$ cat src/rtl/core/priority_tsp_held_karp_unit_macros.svh
// ----------------------------------------------------------------------------
// priority tsp held-karp unit assertion macros
// shared assertion forms, clocked on clk with rst_n low as the disable
// ----------------------------------------------------------------------------
`ifndef PRIORITY_TSP_HELD_KARP_UNIT_MACROS_SVH
`define PRIORITY_TSP_HELD_KARP_UNIT_MACROS_SVH

// same-cycle implication
`define PTHK_ASSERT_IMP(label, cond, prop) \
    label: assert property (@(posedge clk) disable iff (!rst_n) (cond) |-> (prop)) \
        else $error("pthk: same-cycle check failed");

// next-cycle implication
`define PTHK_ASSERT_NXT(label, cond, prop) \
    label: assert property (@(posedge clk) disable iff (!rst_n) (cond) |=> (prop)) \
        else $error("pthk: next-cycle check failed");

`endif

$ cat src/rtl/core/pthk_ram.sv
// ----------------------------------------------------------------------------
// pthk_ram
// simple dual-port ram, one write and one registered read per cycle
// ----------------------------------------------------------------------------
`timescale 1ns / 1ps

module pthk_ram #(
    parameter int WIDTH = 8,
    parameter int DEPTH = 16
) (
    input  logic                     clk,
    input  logic                     we,
    input  logic [$clog2(DEPTH)-1:0] waddr,
    input  logic [WIDTH-1:0]         wdata,
    input  logic [$clog2(DEPTH)-1:0] raddr,
    output logic [WIDTH-1:0]         rdata
);

    logic [WIDTH-1:0] mem [DEPTH];

    always_ff @(posedge clk)
    begin
        if (we)
        begin
            mem[waddr] <= wdata;
        end
        rdata <= mem[raddr];
    end

endmodule

$ cat config.mk
export PLATFORM = sky130hd
export DESIGN_NAME = pthk_ram
export DESIGN_NICKNAME = d
export VERILOG_FILES = /design/src/rtl/core/priority_tsp_held_karp_unit_macros.svh /design/src/rtl/core/pthk_ram.sv
export SDC_FILE = /design/constraint.sdc
export NUM_CORES = 1
export LEC_CHECK = 0
export BUFFER_PORTS_ARGS = -buffer_cell sky130_fd_sc_hd__buf_2
export CORE_ASPECT_RATIO = 1.5
export CORE_MARGIN = 1.5
export CORE_UTILIZATION = 65
export CTS_CLUSTER_DIAMETER = 200
export DETAILED_ROUTE_END_ITERATION = 10
export GPL_ROUTABILITY_DRIVEN = 0
export PLACE_DENSITY = 0.84
export SKIP_CTS_REPAIR_TIMING = 1
export SLEW_MARGIN = 30
export SYNTH_ARGS = -nofsm -noshare
export SYNTH_HDL_FRONTEND = slang
export SYNTH_SLANG_ARGS = --single-unit
$ cat constraint.sdc
create_clock -name clk -period 3.9 [get_ports clk]
set_input_delay 0.195 -clock clk [delete_from_list [all_inputs] [get_ports clk]]
set_output_delay 0.195 -clock clk [all_outputs]
set_load 0.03 [all_outputs]
==> Word level (Yosys, flattened, before mapping) <==
Memory sizes are Yosys's and may differ from the RTL's. A register that Yosys moved wholly into a read port is not among the register bits.
Cells that the tools add are included.
{ "word_totals": {"ramBits": 128, "inputBits": 18, "elab_cells": 3, "mem_count": 1, "regBits": 0, "output_inout_bits": 8} }
{ "classes": {"mux": 2} }
{ "memory_table": {"columns": ["name", "depth", "width", "rd", "rd_clocked_by_memory_dff", "wr", "line", "rtl"], "rows": [
  ["mem", 16, 8, 1, 1, 1, "pthk_ram.sv:19", "logic [WIDTH-1:0] mem [DEPTH];"]
]} }
{ "op_table": {"columns": ["op", "n"], "rows": [
  ["2-to-1 mux 1 bit", 2]
]} }

==> Logic depth before layout (Yosys ltp) <==
Gate-level depths: netlist of the first run.
{ "logic_depth": {"ltp_word": 2, "depth_mapped": 5, "ltp_nobuf": 3} }

==> Worst setup path before layout of the first run <==
OpenSTA, ideal clock, no wires.
{ "synth_path": {"path_type": "input port to flip-flop", "from": "in waddr[2]", "to": "mem mem[0][0] (enable)", "t_arrival_ns": 1.305, "setup_time_ns": 0.383, "t_required_ns": 3.517, "slack_ns": 2.212, "n_path_buf": 0, "path_stages": 2, "cell_sequence": "or3b_2 > nor3_1"} }
{ "synth_lines": {"columns": ["item", "line", "rtl"], "rows": [
  ["start, declared", "pthk_ram.sv:13", "input logic [$clog2(DEPTH)-1:0] waddr,"],
  ["end, declared", "pthk_ram.sv:19", null]
]} }
No word-level cell before the write port.

==> Final worst setup path of the first run <==
{ "layout_path": {"from": "in waddr[2]", "to": "mem mem[2][6] (enable)"} }
No word-level cell before the write port.

==> results of run 1 <==
## state kept, by name, indices dropped and copies added (netlist names)
| register | count |
|---|---|
| rdata | 8 |
| mem | 128 |
## synth_stat cells
| library cell | n |
|---|---|
| or3b_2 | 1 |
| nand3_1 | 1 |
| and2_1 | 1 |
| and2b_1 | 1 |
| nand2b_1 | 2 |
| nand2_1 | 9 |
| nor3_1 | 4 |
| buf_4 | 1 |
| edfxtp_1 | 128 |
| buf_2 | 3 |
| dfxtp_1 | 8 |
| nand3b_1 | 2 |
| nor2b_1 | 1 |
| buf_6 | 3 |
| a22oi_1 | 16 |
| clkdlybuf4s25_2 | 3 |
| mux4_1 | 14 |
| mux4_2 | 18 |
| nor2_1 | 13 |
## cell type report
cell class,count,area (um2)
multi-input cells,83,1060
repair buffers,28,150
clock inverters,3,40.0
well taps,102,128
fillers,391,1750
clock buffers,29,531
flip-flops and latches,136,4000
## routing by layer
layer | GRT usage | up-vias | part of all wire
li1 | - | 1049 | -
met1 | 0.342 | 1229 | 0.38
met2 | 0.394 | 108 | 0.53
met3 | 0.0896 | 19 | 0.061
met4 | 0.123 | 0 | 0.026
met5 | 0 | - | 0
## final timing paths
kind                    from        end  cells past startpoint
setup / recovery    waddr[2]  mem[2][6]                      3
hold / removal      wdata[4]  mem[9][4]                      1
setup reg to reg   mem[1][2]   rdata[2]                      3
hold reg to reg   mem[15][2]   rdata[2]                      3
## critical path, stage by stage
cell	delay [ns]
buf_2	0.11
or3b_2	0.52
nor2_1	0.64
## layout by cell type, fill, tap and decap left out
cell type / instances
nor3_2: 1
nor2_1: 13
clkinv_2: 2
dfxtp_1: 8
nor2b_1: 1
edfxtp_1: 128
bufinv_16: 1
nand2b_1: 2
and2_1: 1
mux4_2: 18
clkbuf_8: 6
nor3_1: 3
nand3_1: 1
clkbuf_1: 6
nand2_1: 9
mux4_1: 14
a22oi_1: 16
or3b_2: 1
nand3b_1: 2
clkbuf_16: 17
buf_4: 4
and2b_1: 1
buf_2: 24
## where the power goes
part           leakage, nW  switching, W  total [W]  internal [W]
registers             1.22     0.0000102    0.00165       0.00164
clock network        0.282      0.000530    0.00151      0.000977
logic                0.488     0.0000998   0.000159     0.0000591
## kinds of logic after synthesis
family,Yosys count
flops,136
simple gates,35
mux,32
compound gates,16
buf+inv,10
## metrics by stage
stage                     hold slack [ns]  cell area, um2  instances  setup WS (ns)
after CTS                           0.156            5910        381           2.45
after global routing                0.170            5910        381           2.37
final                               0.167            5910        381           2.46
after floorplan                     0.294            5150        229           2.21
after global placement              0.577            5340        349           1.76
after detailed placement            0.594            5340        349           1.99
==> flow_metrics.tcl, run 1 <==
set metrics [dict create \
    worst_skew_pair_later_pin_latency_ns 0.41 \
    detailedPlacementHpwl_um 5750 \
    cts_root_buffer "clkbuf_16" \
    synth.avg_cell_area_um2 22.5 \
    antenna_found_initial 0 \
    cts_num_sinks 136 \
    mappedNetlistNets 247 \
    worstPathRequired_ns 3.93 \
    groute.usage.overall 0.261 \
    finalCritPeriodShare 0.370 \
    fin_worst_skew_ns 0.00757 \
    largest_net_degree_at_the_start_of_global_routing 33 \
    design.die.area_mm2 0.00847 \
    port_buffers 25 \
    die_h_um 112 \
    register_bit_count_reported_by_yosys 136 \
    synth_largest_type_area_fraction 0.747 \
    synthMuxAreaShare 0.150 \
    antenna_violating_nets_post_route 0 \
    timing.final.hold_violations 0 \
    drt-initial-drc-count 262 \
    max-slew-margin-rel 0.372 \
    grt_pass1_wl_um 14400 \
    post-layout-total-power_w 0.00331 \
    drt-wirelength-per-cell_um 25.0 \
    synth_compound_gate_area_share 0.0233 \
    drc_errors 0 \
    max-clock-path-buffers 2 \
    rsz0062_at_grt "false" \
    post_synth_and_or_nand_nor_area_fraction 0.0318 \
    worst_vdd_rail_ir_drop_v 0.000394 \
    routed_via_density 6.31 \
    synth-warning-count 0 \
    synthCells 229 \
    post_synth_instance_area_mm2 0.00515 \
    final_core_utilization 0.772 \
    run_status "completed" \
    regToRegSetupSlack_ns 2.53 \
    floorplan.io_pins 26 \
    placementRows 39 \
    drt_pass1_iterations 4 \
    synth.top_cells.by_area "edfxtp_1 (75%), mux4_2 (7.9%), mux4_1 (7.1%)" \
    grt_overflow 0 \
    period_minus_slack_ns 1.44 \
    final_layout_size_suffix_gt1_frac 0.265 \
    numCtsBuffers 17 \
    leakagePower_nw 1.99 \
    fmax_mhz 693 \
    antennaDiodeCount 0 \
    tns_ns 0 \
    dominant_combinational_cell_family_by_area_after_synthesis "multiplexers" \
    timing.critical_path.from_type "input pin" \
    detailroute.via_count 2405 \
    synth.lib_cells_used.distinct 19 \
    design.core.area_mm2 0.00766 \
    report.final.slew_viol_count 0 \
    post-synth-top-area-cell "edfxtp_1" \
    pwr_density_cell_mw_per_mm2 560 \
    post_synth_xor_area_fraction 0 \
    floorplan.initialDensity 0.672 \
    cts.htree.levels 4 \
    min-delay-path-class "in -> reg" \
    grt_pass1_vias 2523 \
    synth_seq_area_share 0.778 \
    area_overhead_of_the_layout_relative_to_synthesis_pct 14.9 \
    tritoncts_clock_tree "done" \
    routed_wl_um 9510 \
    setup_violations 0 \
    maxCapViolations 0 \
    die_width_um 75.7 \
    worstSetupPathType "in -> reg" \
    finalNetCount 284 \
    synth_fa_ha_area_frac 0 \
    crit_path_end_kind "register" \
    path_max_fanout 8 \
    clk_transition_reported_paths_ns 0.06 \
    max_slew.worst_pin.slew_ns 0.938 \
    worstPathArrival_ns 1.48 \
]
Note: power is estimated with default switching activity, not from simulation.
==> run 2, diff against run 1 <==
CORE_UTILIZATION = 54   (was 65)
PLACE_DENSITY = 0.74   (was 0.84)
clock period = 1.3 ns   (was 3.9 ns; I/O delays follow)
==> run 2 against run 1 <==
Net effect:
- sequential share of layout area shrank 3.6 points
- total power rose to 3.1 times the previous value
- design area is 5.6% higher
- first-iteration DRC count down 13%
- hold slack lost 0.12 ns
- register-to-register slack lost 2.5 ns
- clock skew is 0.0019 ns lower
- routed wire length grew 5.9%
- utilization decreased by 9.7 points
==> flow_metrics.tcl, run 2 (synthesis gave the netlist of run 1 again) <==
set metrics [dict create \
    placementRows 43 \
    crit_path_end_kind "register" \
    maxCapViolations 0 \
    max-clock-path-buffers 2 \
    area_overhead_of_the_layout_relative_to_synthesis_pct 21.3 \
    timing.final.hold_violations 0 \
    commonest_cells_after_routing_fill_and_taps_aside "edfxtp_1 (128), buf_4 (31), mux4_2 (27)" \
    detailroute.via_count 2522 \
    report.final.slew_viol_count 0 \
    port_buffers 25 \
    routed_wl_um 10100 \
    grt_pass1_wl_um 15400 \
    preCtsSetupSlack_ns -0.223 \
    largest_register_ff_count 128 \
    power.net_switching_w 0.00205 \
    setup_violations 0 \
    rsz0062_at_grt "true" \
    routed_via_density 5.98 \
    path_max_fanout 1 \
    worst_skew_pair_later_pin_latency_ns 0.41 \
    cts_root_buffer "clkbuf_16" \
    tritoncts_clock_tree "done" \
    period_minus_slack_ns 1.30 \
    max-slew-margin-rel 0.420 \
    min-delay-path-class "in -> reg" \
    antenna_found_initial 0 \
    biggestRegsByFlops "mem x128, rdata x8" \
    design.core.area_mm2 0.00925 \
    detailedPlacementHpwl_um 6590 \
    clk_transition_reported_paths_ns 0.06 \
    fmax_mhz 770 \
    drc_errors 0 \
    final.setup.worst_slack_ns 0.00135 \
    drt-wirelength-per-cell_um 23.9 \
    max_slew.worst_pin.slew_ns 0.866 \
    pint_w 0.00832 \
    finalCritPeriodShare 0.999 \
    design.die.area_mm2 0.0101 \
    layout.cells.most_common "edfxtp_1" \
    antenna_violating_nets_post_route 0 \
    antennaDiodeCount 0 \
    pwr-share-clk 0.470 \
    largest_register "mem" \
    die_width_um 82.7 \
    timing.critical_path.from_type "register" \
    power.sequential.fraction 0.476 \
    fin_worst_skew_ns 0.00570 \
    grt_pass1_vias 2689 \
    largest_net_degree_at_the_start_of_global_routing 18 \
    floorplan.initialDensity 0.556 \
    power.combinational.fraction 0.054 \
    post-layout-total-power_w 0.0104 \
    finalNetCount 315 \
    drt_pass1_iterations 4 \
    final_layout_size_suffix_gt1_frac 0.413 \
    worstPathArrival_ns 1.59 \
    power.switching_fraction 0.198 \
    die_h_um 123 \
    leakagePower_nw 2.15 \
    pwr_density_cell_mw_per_mm2 1660 \
    run_status "completed" \
    cts_num_sinks 136 \
    groute.usage.overall 0.229 \
    floorplan.io_pins 26 \
    drt-initial-drc-count 229 \
    grt_overflow 0 \
    holdWs_ns 0.0462 \
    cts.htree.levels 4 \
    numCtsBuffers 17 \
    worst_vdd_rail_ir_drop_v 0.00112 \
    worstPathRequired_ns 1.59 \
    worstSetupPathType "reg -> reg" \
]
run 2: metal layers:
layer | global-route usage | routed length [um] | vias up
met1 | 0.286 | 3820 | 1301
met3 | 0.0758 | 625 | 12
met2 | 0.374 | 5480 | 108
met5 | 0 | 0 | -
met4 | 0.0823 | 155 | 0
li1 | - | - | 1101
run 2: power by group through the flow:
stage	Combinational, W	Sequential, W	Clock, W
final	0.000560	0.00494	0.00487
after global routing	0.000604	0.00495	0.00513
after CTS	0.000540	0.00494	0.00493
after detailed placement	0.000535	0.00503	0
after global placement	0.000522	0.00502	0
after floorplan	0.000249	0.00507	0
run 2: worst paths after layout:
check                                start        end  slack (ns)  cells past startpoint
worst min-delay path              wdata[5]  mem[6][5]        0.05                      1
worst max register to register   mem[3][1]   rdata[1]       0.001                      3
worst max-delay path             mem[3][1]   rdata[1]       0.001                      3
worst min register to register  mem[11][5]   rdata[5]        0.69                      3
run 2: through the flow:
step | setup TNS [ns] | utilization | instance area [um2] | std cells
2_1_floorplan | -0.863 | - | 5150 | 229
3_3_place_gp | -0.910 | 0.608 | 5620 | 390
3_5_place_dp | -1.44 | 0.608 | 5620 | 390
4_1_cts | -0.216 | 0.674 | 6230 | 422
5_1_grt | -0.106 | 0.675 | 6250 | 422
6_report | 0 | 0.675 | 6250 | 422
run 2: layout make-up:
class,count,area [um2]
multi-input cells,83,1070
flip-flops and latches,136,4000
clock buffers,18,429
repair buffers,59,418
clock inverters,14,181
fillers,611,3010
well taps,112,140
run 2: critical path: stages (launching register included):
cell and delay (ns):
edfxtp_1 0.37, mux4_2 0.49, a22oi_2 0.22, nand2_1 0.09
